**src/hw/rtl/jsu_pkg.sv**
```systemverilog
`default_nettype none
// ----------------------------------------------------------------------------
// jsu_pkg
// Shared types and codes for the JSON string unescape unit: the command that
// the decoder hands to the output serializer, result kinds and error codes.
// ----------------------------------------------------------------------------
package jsu_pkg;

  localparam int QDEPTH = 4;
  localparam int QPTR_W = $clog2(QDEPTH);
  localparam int QCNT_W = $clog2(QDEPTH + 1);

  localparam logic [1:0] KIND_DATA  = 2'd0;
  localparam logic [1:0] KIND_END   = 2'd1;
  localparam logic [1:0] KIND_ERROR = 2'd2;

  localparam logic [2:0] ERR_BAD_ESC  = 3'd0;
  localparam logic [2:0] ERR_BAD_HEX  = 3'd1;
  localparam logic [2:0] ERR_LONE_LOW = 3'd2;
  localparam logic [2:0] ERR_LOW_EXP  = 3'd3;
  localparam logic [2:0] ERR_BAD_LOW  = 3'd4;

  typedef enum logic [1:0] {
    OP_BYTE,
    OP_CP,
    OP_END,
    OP_ERR
  } cmd_op_t;

  typedef struct packed {
    cmd_op_t     op;
    logic [20:0] cp;
    logic [2:0]  err;
  } cmd_t;

endpackage
`default_nettype wire

```
**src/hw/rtl/json_string_unescape_utf8_unit.sv**
```systemverilog
`default_nettype none
// An accepted byte goes through the command queue and then the registered output stage.
// Throughput: one input byte per cycle while the four-entry command queue has room.
// Each escape decoded to a code point yields one result beat per UTF-8 byte (up to four).
// Sustained rate: the output serializer gives one result beat per cycle while res_stall is low.
// Reset is synchronous: the decoder returns to the plain string body and the queue empties.
// ----------------------------------------------------------------------------
// json_string_unescape_utf8_unit
// JSON string body unescaper: escape decoding with UTF-16 surrogate pairing
// in front, a small command queue, and a UTF-8 serializer at the output.
// ----------------------------------------------------------------------------
module json_string_unescape_utf8_unit (
  input  wire logic       clk,
  input  wire logic       rst,
  input  wire logic       byte_valid,
  output logic            byte_stall,
  input  wire logic [7:0] data_byte,
  input  wire logic       restart,
  output logic            res_valid,
  input  wire logic       res_stall,
  output logic [7:0]      out_byte,
  output logic [1:0]      kind,
  output logic [2:0]      error_code,
  output logic            last
);

  jsu_pkg::cmd_t push_cmd;
  jsu_pkg::cmd_t head;
  logic          push;
  logic          pop;
  logic          head_valid;
  logic          full;
  logic          accept;

  assign byte_stall = full;
  assign accept     = byte_valid && !full;

  jsu_front u_front (
    .clk       (clk),
    .rst       (rst),
    .accept    (accept),
    .data_byte (data_byte),
    .restart   (restart),
    .cmd       (push_cmd),
    .push      (push)
  );

  jsu_queue u_queue (
    .clk        (clk),
    .rst        (rst),
    .push       (push),
    .push_cmd   (push_cmd),
    .pop        (pop),
    .head       (head),
    .head_valid (head_valid),
    .full       (full)
  );

  jsu_back u_back (
    .clk        (clk),
    .rst        (rst),
    .head       (head),
    .head_valid (head_valid),
    .pop        (pop),
    .res_valid  (res_valid),
    .res_stall  (res_stall),
    .out_byte   (out_byte),
    .kind       (kind),
    .error_code (error_code),
    .last       (last)
  );

endmodule
`default_nettype wire

```
**src/hw/rtl/jsu_front.sv**
```systemverilog
`default_nettype none
// ----------------------------------------------------------------------------
// jsu_front
// Escape decoder. Tracks the string body, escape and surrogate state for each
// accepted byte and emits at most one command per byte toward the queue.
// ----------------------------------------------------------------------------
module jsu_front (
  input  wire logic         clk,
  input  wire logic         rst,
  input  wire logic         accept,
  input  wire logic [7:0]   data_byte,
  input  wire logic         restart,
  output jsu_pkg::cmd_t     cmd,
  output logic              push
);

  typedef enum logic [2:0] {
    ST_STR,
    ST_ESC,
    ST_HEX,
    ST_SUR1,
    ST_SUR2,
    ST_ERR
  } state_t;

  localparam logic [7:0] CH_BSL   = 8'h5c;
  localparam logic [7:0] CH_QUOTE = 8'h22;
  localparam logic [7:0] CH_SLASH = 8'h2f;
  localparam logic [7:0] CH_B     = 8'h62;
  localparam logic [7:0] CH_F     = 8'h66;
  localparam logic [7:0] CH_N     = 8'h6e;
  localparam logic [7:0] CH_R     = 8'h72;
  localparam logic [7:0] CH_T     = 8'h74;
  localparam logic [7:0] CH_U     = 8'h75;

  state_t      state, state_eff, state_next;
  logic [1:0]  hex_cnt, hex_cnt_next;
  logic        have_high, have_high_eff, have_high_next;
  logic [11:0] acc, acc_next;
  logic [9:0]  hi, hi_next;
  logic        hex_ok;
  logic [3:0]  hex_d;
  logic [15:0] v;

  always_comb begin
    hex_ok = 1'b1;
    hex_d  = 4'd0;
    if (data_byte inside {[8'h30:8'h39]}) begin
      hex_d = data_byte[3:0];
    end else if (data_byte inside {[8'h61:8'h66], [8'h41:8'h46]}) begin
      hex_d = data_byte[3:0] + 4'd9;
    end else begin
      hex_ok = 1'b0;
    end
  end

  always_comb begin
    state_eff      = restart ? ST_STR : state;
    have_high_eff  = restart ? 1'b0 : have_high;
    state_next     = state_eff;
    hex_cnt_next   = hex_cnt;
    have_high_next = have_high_eff;
    acc_next       = acc;
    hi_next        = hi;
    v              = {acc, hex_d};
    push           = 1'b0;
    cmd.op         = jsu_pkg::OP_BYTE;
    cmd.cp         = {13'd0, data_byte};
    cmd.err        = jsu_pkg::ERR_BAD_ESC;
    case (state_eff)
      ST_STR: begin
        if (data_byte == CH_BSL) begin
          state_next = ST_ESC;
        end else if (data_byte == CH_QUOTE) begin
          push   = 1'b1;
          cmd.op = jsu_pkg::OP_END;
        end else begin
          push = 1'b1;
        end
      end
      ST_ESC: begin
        state_next = ST_STR;
        push       = 1'b1;
        case (data_byte)
          CH_QUOTE, CH_BSL, CH_SLASH: cmd.cp = {13'd0, data_byte};
          CH_B: cmd.cp = 21'h08;
          CH_F: cmd.cp = 21'h0c;
          CH_N: cmd.cp = 21'h0a;
          CH_R: cmd.cp = 21'h0d;
          CH_T: cmd.cp = 21'h09;
          CH_U: begin
            push         = 1'b0;
            state_next   = ST_HEX;
            hex_cnt_next = 2'd0;
            acc_next     = 12'd0;
          end
          default: begin
            cmd.op     = jsu_pkg::OP_ERR;
            cmd.err    = jsu_pkg::ERR_BAD_ESC;
            state_next = ST_ERR;
          end
        endcase
      end
      ST_HEX: begin
        if (!hex_ok) begin
          push       = 1'b1;
          cmd.op     = jsu_pkg::OP_ERR;
          cmd.err    = jsu_pkg::ERR_BAD_HEX;
          state_next = ST_ERR;
        end else if (hex_cnt != 2'd3) begin
          acc_next     = {acc[7:0], hex_d};
          hex_cnt_next = hex_cnt + 2'd1;
        end else if (!have_high_eff) begin
          if (v < 16'hd800 || v >= 16'he000) begin
            push       = 1'b1;
            cmd.op     = jsu_pkg::OP_CP;
            cmd.cp     = {5'd0, v};
            state_next = ST_STR;
          end else if (v < 16'hdc00) begin
            hi_next        = v[9:0];
            have_high_next = 1'b1;
            state_next     = ST_SUR1;
          end else begin
            push       = 1'b1;
            cmd.op     = jsu_pkg::OP_ERR;
            cmd.err    = jsu_pkg::ERR_LONE_LOW;
            state_next = ST_ERR;
          end
        end else if (v[15:10] == 6'b110111) begin
          push           = 1'b1;
          cmd.op         = jsu_pkg::OP_CP;
          cmd.cp         = 21'h10000 + {1'b0, hi, v[9:0]};
          have_high_next = 1'b0;
          state_next     = ST_STR;
        end else begin
          push       = 1'b1;
          cmd.op     = jsu_pkg::OP_ERR;
          cmd.err    = jsu_pkg::ERR_BAD_LOW;
          state_next = ST_ERR;
        end
      end
      ST_SUR1: begin
        if (data_byte == CH_BSL) begin
          state_next = ST_SUR2;
        end else begin
          push       = 1'b1;
          cmd.op     = jsu_pkg::OP_ERR;
          cmd.err    = jsu_pkg::ERR_LOW_EXP;
          state_next = ST_ERR;
        end
      end
      ST_SUR2: begin
        if (data_byte == CH_U) begin
          state_next   = ST_HEX;
          hex_cnt_next = 2'd0;
          acc_next     = 12'd0;
        end else begin
          push       = 1'b1;
          cmd.op     = jsu_pkg::OP_ERR;
          cmd.err    = jsu_pkg::ERR_LOW_EXP;
          state_next = ST_ERR;
        end
      end
      default: begin
        state_next = ST_ERR;
      end
    endcase
    push = push & accept;
  end

  always_ff @(posedge clk) begin
    if (rst) begin
      state     <= ST_STR;
      hex_cnt   <= 2'd0;
      have_high <= 1'b0;
    end else if (accept) begin
      state     <= state_next;
      hex_cnt   <= hex_cnt_next;
      have_high <= have_high_next;
    end
    if (accept) begin
      acc <= acc_next;
      hi  <= hi_next;
    end
  end

`ifndef NO_ASSERTIONS
  a_err_sticky: assert property (@(posedge clk) disable iff (rst)
    (push && cmd.op == jsu_pkg::OP_ERR) |=> (state == ST_ERR))
    else $error("error command without entering the error state");
  a_high_in_sur: assert property (@(posedge clk) disable iff (rst)
    (state == ST_SUR1 || state == ST_SUR2) |-> have_high)
    else $error("waiting for a low surrogate without a high surrogate");
`endif

endmodule
`default_nettype wire

```
**src/hw/rtl/jsu_queue.sv**
```systemverilog
`default_nettype none
// ----------------------------------------------------------------------------
// jsu_queue
// Small command queue between the decoder and the serializer.
// ----------------------------------------------------------------------------
module jsu_queue (
  input  wire logic          clk,
  input  wire logic          rst,
  input  wire logic          push,
  input  wire jsu_pkg::cmd_t push_cmd,
  input  wire logic          pop,
  output jsu_pkg::cmd_t      head,
  output logic               head_valid,
  output logic               full
);

  jsu_pkg::cmd_t                 entries [jsu_pkg::QDEPTH];
  logic [jsu_pkg::QPTR_W-1:0]    wr_ptr;
  logic [jsu_pkg::QPTR_W-1:0]    rd_ptr;
  logic [jsu_pkg::QCNT_W-1:0]    count;

  assign head       = entries[rd_ptr];
  assign head_valid = (count != '0);
  assign full       = (count == jsu_pkg::QCNT_W'(jsu_pkg::QDEPTH));

  always_ff @(posedge clk) begin
    if (rst) begin
      wr_ptr <= '0;
      rd_ptr <= '0;
      count  <= '0;
    end else begin
      if (push) begin
        wr_ptr <= wr_ptr + 1'b1;
      end
      if (pop) begin
        rd_ptr <= rd_ptr + 1'b1;
      end
      if (push && !pop) begin
        count <= count + 1'b1;
      end else if (pop && !push) begin
        count <= count - 1'b1;
      end
    end
    if (push) begin
      entries[wr_ptr] <= push_cmd;
    end
  end

`ifndef NO_ASSERTIONS
  a_no_overflow: assert property (@(posedge clk) disable iff (rst) push |-> !full)
    else $error("push into a full queue");
  a_no_underflow: assert property (@(posedge clk) disable iff (rst) pop |-> head_valid)
    else $error("pop from an empty queue");
`endif

endmodule
`default_nettype wire

```
**src/hw/rtl/jsu_back.sv**
```systemverilog
`default_nettype none
// ----------------------------------------------------------------------------
// jsu_back
// Serializer. Expands the command at the queue head into one to four result
// beats, encoding code points as UTF-8, through a registered output stage.
// ----------------------------------------------------------------------------
module jsu_back (
  input  wire logic          clk,
  input  wire logic          rst,
  input  wire jsu_pkg::cmd_t head,
  input  wire logic          head_valid,
  output logic               pop,
  output logic               res_valid,
  input  wire logic          res_stall,
  output logic [7:0]         out_byte,
  output logic [1:0]         kind,
  output logic [2:0]         error_code,
  output logic               last
);

  logic [1:0] idx;
  logic [1:0] nm1;
  logic [7:0] beat_byte;
  logic [1:0] beat_kind;
  logic [2:0] beat_err;
  logic       beat_last;
  logic       load;

  always_comb begin
    nm1       = 2'd0;
    beat_byte = 8'd0;
    beat_kind = jsu_pkg::KIND_DATA;
    beat_err  = 3'd0;
    case (head.op)
      jsu_pkg::OP_BYTE: begin
        beat_byte = head.cp[7:0];
      end
      jsu_pkg::OP_END: begin
        beat_kind = jsu_pkg::KIND_END;
      end
      jsu_pkg::OP_ERR: begin
        beat_kind = jsu_pkg::KIND_ERROR;
        beat_err  = head.err;
      end
      jsu_pkg::OP_CP: begin
        if (head.cp < 21'h80) begin
          nm1       = 2'd0;
          beat_byte = {1'b0, head.cp[6:0]};
        end else if (head.cp < 21'h800) begin
          nm1 = 2'd1;
          case (idx)
            2'd0:    beat_byte = {3'b110, head.cp[10:6]};
            default: beat_byte = {2'b10, head.cp[5:0]};
          endcase
        end else if (head.cp < 21'h10000) begin
          nm1 = 2'd2;
          case (idx)
            2'd0:    beat_byte = {4'b1110, head.cp[15:12]};
            2'd1:    beat_byte = {2'b10, head.cp[11:6]};
            default: beat_byte = {2'b10, head.cp[5:0]};
          endcase
        end else begin
          nm1 = 2'd3;
          case (idx)
            2'd0:    beat_byte = {5'b11110, head.cp[20:18]};
            2'd1:    beat_byte = {2'b10, head.cp[17:12]};
            2'd2:    beat_byte = {2'b10, head.cp[11:6]};
            default: beat_byte = {2'b10, head.cp[5:0]};
          endcase
        end
      end
      default: begin
        beat_kind = jsu_pkg::KIND_DATA;
      end
    endcase
    beat_last = (idx == nm1);
  end

  assign load = head_valid && (!res_valid || !res_stall);
  assign pop  = load && beat_last;

  always_ff @(posedge clk) begin
    if (rst) begin
      res_valid <= 1'b0;
      idx       <= 2'd0;
    end else begin
      if (load) begin
        res_valid <= 1'b1;
        idx       <= beat_last ? 2'd0 : idx + 2'd1;
      end else if (!res_stall) begin
        res_valid <= 1'b0;
      end
    end
    if (load) begin
      out_byte   <= beat_byte;
      kind       <= beat_kind;
      error_code <= beat_err;
      last       <= beat_last;
    end
  end

`ifndef NO_ASSERTIONS
  a_mid_seq_head: assert property (@(posedge clk) disable iff (rst)
    (idx != 2'd0) |-> head_valid)
    else $error("multi-byte sequence in progress with an empty queue");
  a_mid_seq_cp: assert property (@(posedge clk) disable iff (rst)
    (idx != 2'd0) |-> (head.op == jsu_pkg::OP_CP))
    else $error("beat index advanced on a single-beat command");
`endif

endmodule
`default_nettype wire

```
**config.mk**
```make
export PLATFORM = sky130hd
export DESIGN_NAME = json_string_unescape_utf8_unit
export DESIGN_NICKNAME = d
export VERILOG_FILES = /design/src/hw/rtl/jsu_pkg.sv /design/src/hw/rtl/json_string_unescape_utf8_unit.sv /design/src/hw/rtl/jsu_front.sv /design/src/hw/rtl/jsu_queue.sv /design/src/hw/rtl/jsu_back.sv
export SDC_FILE = /design/constraint.sdc
export NUM_CORES = 1
export LEC_CHECK = 0
export ABC_AREA = 1
export BUFFER_PORTS_ARGS = -buffer_cell sky130_fd_sc_hd__buf_2
export CAP_MARGIN = 25
export CELL_PAD_IN_SITES_DETAIL_PLACEMENT = 1
export CELL_PAD_IN_SITES_GLOBAL_PLACEMENT = 1
export CORE_ASPECT_RATIO = 2
export CORE_UTILIZATION = 48
export DETAILED_ROUTE_END_ITERATION = 10
export PLACE_DENSITY = 0.77
export SLEW_MARGIN = 20
export SYNTH_ARGS = -nofsm -noshare
export SYNTH_HDL_FRONTEND = slang
export SYNTH_SLANG_ARGS = --single-unit
```
**constraint.sdc**
```tcl
create_clock -name clk -period 5.2 [get_ports clk]
set_clock_uncertainty 0.2 [all_clocks]
set_input_delay 1.3 -clock clk [delete_from_list [all_inputs] [get_ports clk]]
set_output_delay 1.3 -clock clk [all_outputs]
set_load 0.02 [all_outputs]
```
* Yosys cells after proc, flatten, opt, wreduce, memory -nomap -nowiden *
Memories as Yosys holds them, arrays and structs flattened. A register that Yosys moved wholly into a read port is not among the register bits.
Index checks and enable logic that the tools add are counted.

word-level totals
  flip-flop bits (word level) = 52
  RAM bits = 104
  bits of input ports = 13
  output and inout bits = 16
  logic and storage cells = 178
  memories = 1

memories
  memory           words  bits a word  read ports  clocked after Yosys merged registers in  wr ports  line             source
  u_queue.entries  4      26           1           1                                        1         jsu_queue.sv:17  jsu_pkg::cmd_t entries [jsu_pkg::QDEPTH];

operators by class
  add/sub/neg operators = 8
  magnitude comparators = 12
  eq/ne operators = 26
  multiplexer cells = 85
  bitwise logic cells = 4
  reductions and logical operators = 28

operators by type and width
  operator                                                                              count
  8-bit by 7-bit equality test with 1-bit output (second input constant)                7
  26-bit 2-to-1 mux                                                                     2
  2-bit 2-to-1 mux                                                                      21
  21-bit 2-to-1 mux                                                                     2
  3-bit 2-to-1 mux                                                                      14
  21-bit case mux with 2 select lines                                                   1
  8-bit case mux with 5 select lines                                                    1
  12-bit 2-to-1 mux                                                                     3
  16-bit < comparator (second input constant)                                           2
  8-bit 2-to-1 mux                                                                      3
  12-bit case mux with 2 select lines                                                   1
  1-bit 2-to-1 mux                                                                      23
  17-bit by 20-bit adder with 21-bit output (first input constant)                      1
  21-bit by 12-bit < comparator with 1-bit output (second input constant)               1
  21-bit by 17-bit < comparator with 1-bit output (second input constant)               1
  21-bit by 8-bit < comparator with 1-bit output (second input constant)                1
  7-bit case mux with 3 select lines                                                    1
  8-bit by 6-bit equality test with 1-bit output (second input constant)                2
  16-bit greater-or-equal comparator (second input constant)                            1
  8-bit by 7-bit greater-or-equal comparator with 1-bit output (second input constant)  2
  8-bit by 7-bit <= comparator with 1-bit output (second input constant)                2
  16-bit 2-to-1 mux                                                                     1
  8-bit case mux with 2 select lines                                                    1
  3-bit case mux with 5 select lines                                                    1
  37 further kinds                                                                      68

* Depth between registers and ports, before layout *
  depth in word-level cells = 17
  mapped depth = 21
  mapped depth without buffers = 20

* Cells and area by module *
From an unflattened synthesis, not the netlist that was laid out.

second synthesis, totals
  cells, all modules = 843
  area, all modules = 7958.9 um^2

by module, submodules not included
  module                          times used  cells an instance  area an instance (um^2)  sequential area each (um^2)
  jsu_queue                       1           310                4295.4                   3303.2
  jsu_front                       1           320                2210.9                   780.7
  jsu_back                        1           211                1442.6                   480.5
  json_string_unescape_utf8_unit  1           2                  10.0                     0.0

* Worst setup path before layout *
OpenSTA, ideal clock, no wires.

  path kind = input port to flip-flop
  from = input port data_byte[0]
  to = memory u_queue.entries[0][0] in the netlist's numbering, enable pin
  setup time = 409 ps
  data arrival time = 3586 ps
  required time = 4591 ps
  slack = 1005 ps
  cell stages on the path = 13
  path buffers = 0
  cell sequence = inv_1 ha_1 a21oi_1 o21ai_0 nand2_1 inv_2 nor2_1 inv_2 nand2_1 nand2_1 nand2_1 nand2_2 nor2_1

on the way
  longest elaborated chain between the ends = 15
  elaborated cells between the ends (all ways) = 32
  those cells by class = add/sub: 1; order compare: 9; eq/ne: 2; mux: 14; bitwise: 1; reduce/logical: 5

ends and longest elaborated chain
  element                                                                                                                                line                                  source
  from (decl)                                                                                                                            json_string_unescape_utf8_unit.sv:17  input wire logic [7:0] data_byte,
  8-bit by 7-bit greater-or-equal comparator with 1-bit output / 8-bit by 7-bit <= comparator with 1-bit output (equally long branches)  jsu_front.sv:50                       end else if (data_byte inside {[8'h61:8'h66], [8'h41:8'h46]}) begin
  1-bit logical AND                                                                                                                      jsu_front.sv:50
  2-bit nonzero test                                                                                                                     jsu_front.sv:50
  4-bit 2-to-1 mux                                                                                                                       jsu_front.sv:50
  4-bit 2-to-1 mux                                                                                                                       jsu_front.sv:48                       if (data_byte inside {[8'h30:8'h39]}) begin
  16-bit < comparator (tied with other cells)                                                                                            jsu_front.sv:119                      end else if (v < 16'hdc00) begin
  1-bit 2-to-1 mux / 1-bit logical OR (equally long branches)                                                                            jsu_front.sv:119, jsu_front.sv:114
  1-bit 2-to-1 mux                                                                                                                       jsu_front.sv:114                      if (v < 16'hd800 || v >= 16'he000) begin
  1-bit 2-to-1 mux                                                                                                                       jsu_front.sv:113                      end else if (!have_high_eff) begin
  1-bit 2-to-1 mux                                                                                                                       jsu_front.sv:110                      end else if (hex_cnt != 2'd3) begin
  1-bit 2-to-1 mux                                                                                                                       jsu_front.sv:105                      if (!hex_ok) begin
  1-bit case mux with 3 select lines *                                                                                                   jsu_front.sv:70                       case (state_eff)
  1-bit AND *                                                                                                                            jsu_front.sv:168                      push = push & accept;
  1-bit 2-to-1 mux *                                                                                                                     jsu_queue.sv:44                       if (push) begin
  1-bit 2-to-1 mux (implied by the code) *                                                                                               jsu_queue.sv:45                       entries[wr_ptr] <= push_cmd;
  to (decl)                                                                                                                              jsu_queue.sv:17

Every way passes the cells marked *; elsewhere a longest branch is shown, timed or not.

* Final worst setup path *
  from = input port data_byte[0]
  to = register u_queue.count[2] in the netlist's numbering

on the way
  longest elaborated chain between the ends = 16
  elaborated cells between the ends (all ways) = 35
  those cells by class = add/sub: 1; order compare: 9; eq/ne: 2; mux: 13; bitwise: 1; reduce/logical: 9

ends and longest elaborated chain
  element                                                                                                                                line                                  source
  8-bit by 7-bit greater-or-equal comparator with 1-bit output / 8-bit by 7-bit <= comparator with 1-bit output (equally long branches)  jsu_front.sv:50
  1-bit logical AND                                                                                                                      jsu_front.sv:50
  2-bit nonzero test                                                                                                                     jsu_front.sv:50
  4-bit 2-to-1 mux                                                                                                                       jsu_front.sv:50
  4-bit 2-to-1 mux                                                                                                                       jsu_front.sv:48
  16-bit < comparator (tied with other cells)                                                                                            jsu_front.sv:119
  1-bit 2-to-1 mux / 1-bit logical OR (equally long branches)                                                                            jsu_front.sv:119, jsu_front.sv:114
  1-bit 2-to-1 mux                                                                                                                       jsu_front.sv:114
  1-bit 2-to-1 mux                                                                                                                       jsu_front.sv:113
  1-bit 2-to-1 mux                                                                                                                       jsu_front.sv:110
  1-bit 2-to-1 mux                                                                                                                       jsu_front.sv:105
  1-bit case mux with 3 select lines *                                                                                                   jsu_front.sv:70
  1-bit AND *                                                                                                                            jsu_front.sv:168
  named net push                                                                                                                         json_string_unescape_utf8_unit.sv:29  logic push;
  1-bit logical NOT                                                                                                                      jsu_queue.sv:40                       end else if (pop && !push) begin
  1-bit logical AND                                                                                                                      jsu_queue.sv:40
  2-bit nonzero test (no source line)                                                                                                    n/a
  to (signal assigned)                                                                                                                   jsu_queue.sv:39                       count <= count + 1'b1;
  to (signal assigned)                                                                                                                   jsu_queue.sv:41                       count <= count - 1'b1;
  to (decl)                                                                                                                              jsu_queue.sv:20                       logic [jsu_pkg::QCNT_W-1:0] count;

The timed path passes the listed nets; every way through them passes the cells marked *.
A chain may end at the register's enable or synchronous reset.

==> reports/metrics.cfg <==
[route]
drc = 0
drt_first_pass_iters = 6
dr.first_iter.drc_count = 269
vias = 6531
route.antenna.remaining_nets = 0
wire_per_inst_um = 21.8
drt-vias-per-instance = 5.85
drt-total-wl_um = 24400

[finish]
multi_input_comb_area_sq_um = 2950
final_layout_size_suffix_gt1_frac = 0.118
finish.utilization = 0.546
finish.instance_area_sq_um = 8880
filler_cell_count = 1867
antennaDiodeCount = 0
area.growth.synth_to_final_pct = 10.7
design.final.nets = 929
sequential_cell_area_sq_um = 4560

[clock_network]
cts.repair.resized = 0
clk_latency_ns = 0.43
cts_setup_buffers = 0
cts_tree = yes
maximum_level_of_the_cts_h_tree = 4
holdBufCountCts = 0
clockRootBuffer = sky130_fd_sc_hd__clkbuf_16
cts.reportedPaths.clkPinSlew_ns = 0.06
clock_sink_count = 158
ctsLongestPathBuffers = 2
cts-buffers-inserted = 17

[floorplan]
core-area_sq_um = 16300
initial_utilization = 0.493
ioPinCount = 29
dieArea_sq_um = 17300
core.rowCount = 66
chipWidth_um = 93.4
fp.dieH_um = 185

[hold_path]
min_from = u_front.acc[4]$_SDFFCE_PN0P_
hold_class = reg -> reg
hold-path-endpoint = u_front.hi[8]$_DFFE_PP_
worst_hold_path.num_cells = 0

[timing]
final_max_slew_viol_count = 0
max_slew_margin = 0.300
period_needed_ns = 4.26
finalSetupViolations = 0
rsz_0062_raised_after_global_routing = no
max_slew.worst_pin.slew_ns = 1.02
min_period_over_period = 0.820
totalNegativeSetupSlack_ns = 0
final_hold_viol_count = 0
layout_setup_ws_ns = 0.936
fmax_mhz = 235

[placed_design]
dp_hpwl_um = 17700
gp_congestion = 0.983
buffer_ports.inserted = 28
instance_area_after_placement_sq_um = 8350
pre_cts_ws_ns = 0.510

[worst_setup_path]
timing.critical_path.arrival_ns = 4.38
cp_cell_sequence = buf_2 > inv_1 > ha_1 > a21oi_1 > o21ai_0 > nand2_1 > inv_2 > nor2_1 > inv_2 > nand2_1 > nand2_1 > nand2_1 > nand2_2 > inv_1 > ha_1 > inv_1 > fa_1 > a21oi_1 > o21ai_0 > o21ai_0 > a21oi_1
crit_required_ns = 5.31
setup.reg_to_reg.worst_slack_ns = 1.45
critical_path.endpoint_type = flop
cell_type_of_the_slowest_stage_on_the_worst_timing_path = sky130_fd_sc_hd__fa_1
worstReg2RegEnd = u_queue.count[2]$_SDFFE_PP0P_
critical_path.max_fanout = 9
rr_startpoint = u_front.acc[9]$_SDFFCE_PN0P_
setup.worst_path.class = in -> reg
critPathMaxStageDelay_ns = 0.43
reg2reg_depth = 20
critical_path.startpoint_type = input port
timing.critical_path.mode_cell = sky130_fd_sc_hd__nand2_1

[power]
power-per-cell-area_nw_per_um2 = 517
seq_power_share = 0.368
power.switching_fraction = 0.403
pwr-share-comb = 0.384
worst_ir_drop_vdd_uv = 232
power.internal_mw = 2.74
netSwitchingPower_mw = 1.85
power.share.clock = 0.248
power.static_leakage_nw = 3.57

[synthesis]
synthesis.yosys.warnings = 0
edff_count_synth = 140
yosys.cell_types.count = 47
netlist_instances = 867
synth_sequential_area_ratio = 0.569
top_ff_cell_synth = sky130_fd_sc_hd__edfxtp_1
ys_async_sr_fraction = 0
syn-mean-instance-area_sq_um = 9.25
yosys_register_bits = 158
synth.cell_area_sq_um = 8020
synth_fp_nets = 897

[grt]
grt_pass1_vias = 7074
grt_pass1_wl_um = 38000
largest_net_degree_at_the_start_of_global_routing = 54
antenna_found_initial = 0
track_usage = 0.303
grt_overflow_total = 0

[outcome]
outcome = finished clean

[run]
cap_violations = 0

-- sequential cells by signal, indices dropped and copies added (netlist names), named ones only --
| signal | count |
|---|---|
| u_queue.entries | 104 |
| u_front.acc | 12 |
| u_front.hi | 10 |
| u_back.out_byte | 8 |
| u_back.error_code | 3 |
| u_front.state | 3 |
| u_queue.count | 3 |
| u_back.idx | 2 |
| u_back.kind | 2 |
| u_front.hex_cnt | 2 |
| u_queue.rd_ptr | 2 |
| u_queue.wr_ptr | 2 |
| u_back.last | 1 |
| u_back.res_valid | 1 |
| u_front.have_high | 1 |
-- logic make-up (layout without fill, tap and decap cells) --
kind of cell / Yosys count / count (layout) / share of synthesized area
buffers and inverters: 118 / 163 / 0.0641
and+or+nand+nor: 419 / 419 / 0.231
xor gates and xnor gates: 3 / 3 / 0.00328
AOI/OAI and AO/OA: 152 / 152 / 0.106
adders and majority gates: 17 / 17 / 0.0274
DFF: 158 / 158 / 0.569
-- critical path, delay by kind of cell --
family	cells	cell delay (ns)
fa+ha+maj	3	0.86
compound gates	6	0.73
buf+inv	6	0.67
simple gates	6	0.79
-- Yosys cell counts (7+ instances only) --
cell type | instances | share of area
sky130_fd_sc_hd__edfxtp_1 | 140 | 0.52
sky130_fd_sc_hd__ha_1 | 16 | 0.025
sky130_fd_sc_hd__nand3_1 | 65 | 0.041
sky130_fd_sc_hd__nor2_1 | 79 | 0.037
sky130_fd_sc_hd__a21oi_1 | 47 | 0.029
sky130_fd_sc_hd__o21ai_0 | 63 | 0.039
sky130_fd_sc_hd__clkbuf_1 | 7 | 0.0033
sky130_fd_sc_hd__nand2_2 | 11 | 0.0086
sky130_fd_sc_hd__nand2_1 | 232 | 0.11
sky130_fd_sc_hd__o211ai_1 | 10 | 0.0094
sky130_fd_sc_hd__dfxtp_1 | 18 | 0.045
sky130_fd_sc_hd__o22ai_1 | 11 | 0.0086
sky130_fd_sc_hd__buf_2 | 10 | 0.0062
sky130_fd_sc_hd__inv_1 | 81 | 0.038
-- per-layer routing --
layer | vias to the layer above | GRT usage | routed length (um)
li1 | 3011 | - | -
met1 | 3288 | 0.282 | 8480
met2 | 165 | 0.597 | 14200
met3 | 67 | 0.0497 | 645
met4 | 0 | 0.179 | 1100
met5 | - | 0 | 0
-- layout by cell type (no fill, tap or decap), types with 16 or more instances in the layout --
| cell type | instances |
|---|---|
| sky130_fd_sc_hd__o21ai_0 | 63 |
| sky130_fd_sc_hd__nand2_1 | 232 |
| sky130_fd_sc_hd__nand3_1 | 65 |
| sky130_fd_sc_hd__buf_2 | 28 |
| sky130_fd_sc_hd__a21oi_1 | 47 |
| sky130_fd_sc_hd__clkbuf_16 | 17 |
| sky130_fd_sc_hd__nor2_1 | 75 |
| sky130_fd_sc_hd__inv_1 | 81 |
| sky130_fd_sc_hd__dfxtp_1 | 18 |
| sky130_fd_sc_hd__edfxtp_1 | 140 |
| sky130_fd_sc_hd__ha_1 | 16 |
-- stage by stage --
step,hold slack [ns],power (mW),cells
floorplan,0.225,2.96,867
global placement,0.240,3.34,1084
detailed placement,0.245,3.44,1084
CTS,0.259,4.60,1116
global route,0.277,4.85,1116
finish,0.268,4.59,1116
-- worst max path at each step --
stage	slack, ns	start	endpoint	cells after the start
2_1_floorplan	1.01	data_byte[0]	u_queue.entries[0][0]$_DFFE_PP_	13
3_3_place_gp	0.59	data_byte[0]	u_queue.count[2]$_SDFFE_PP0P_	21
3_5_place_dp	0.51	data_byte[0]	u_queue.count[2]$_SDFFE_PP0P_	21
4_1_cts	0.96	data_byte[0]	u_queue.count[2]$_SDFFE_PP0P_	21
5_1_grt	0.52	data_byte[0]	u_queue.count[2]$_SDFFE_PP0P_	21
6_report	0.94	data_byte[0]	u_queue.count[2]$_SDFFE_PP0P_	21
-- final cells by class --
cell class                 count  share of cell area
clock buffer                  20              0.0492
clock inverter                12              0.0110
inverter                      92              0.0394
multi-input combinational    591               0.333
sequential                   158               0.514
tap                          204              0.0287
timing repair buffer          39              0.0251
-- power by group through the flow --
stage / clock network (mW) / registers (mW) / logic, mW
floorplan: 0 / 1.78 / 1.18
global placement: 0 / 1.70 / 1.64
detailed placement: 0 / 1.72 / 1.73
CTS: 1.15 / 1.69 / 1.75
global route: 1.20 / 1.71 / 1.95
finish: 1.14 / 1.69 / 1.76
(Power assumes the default switching activity.)
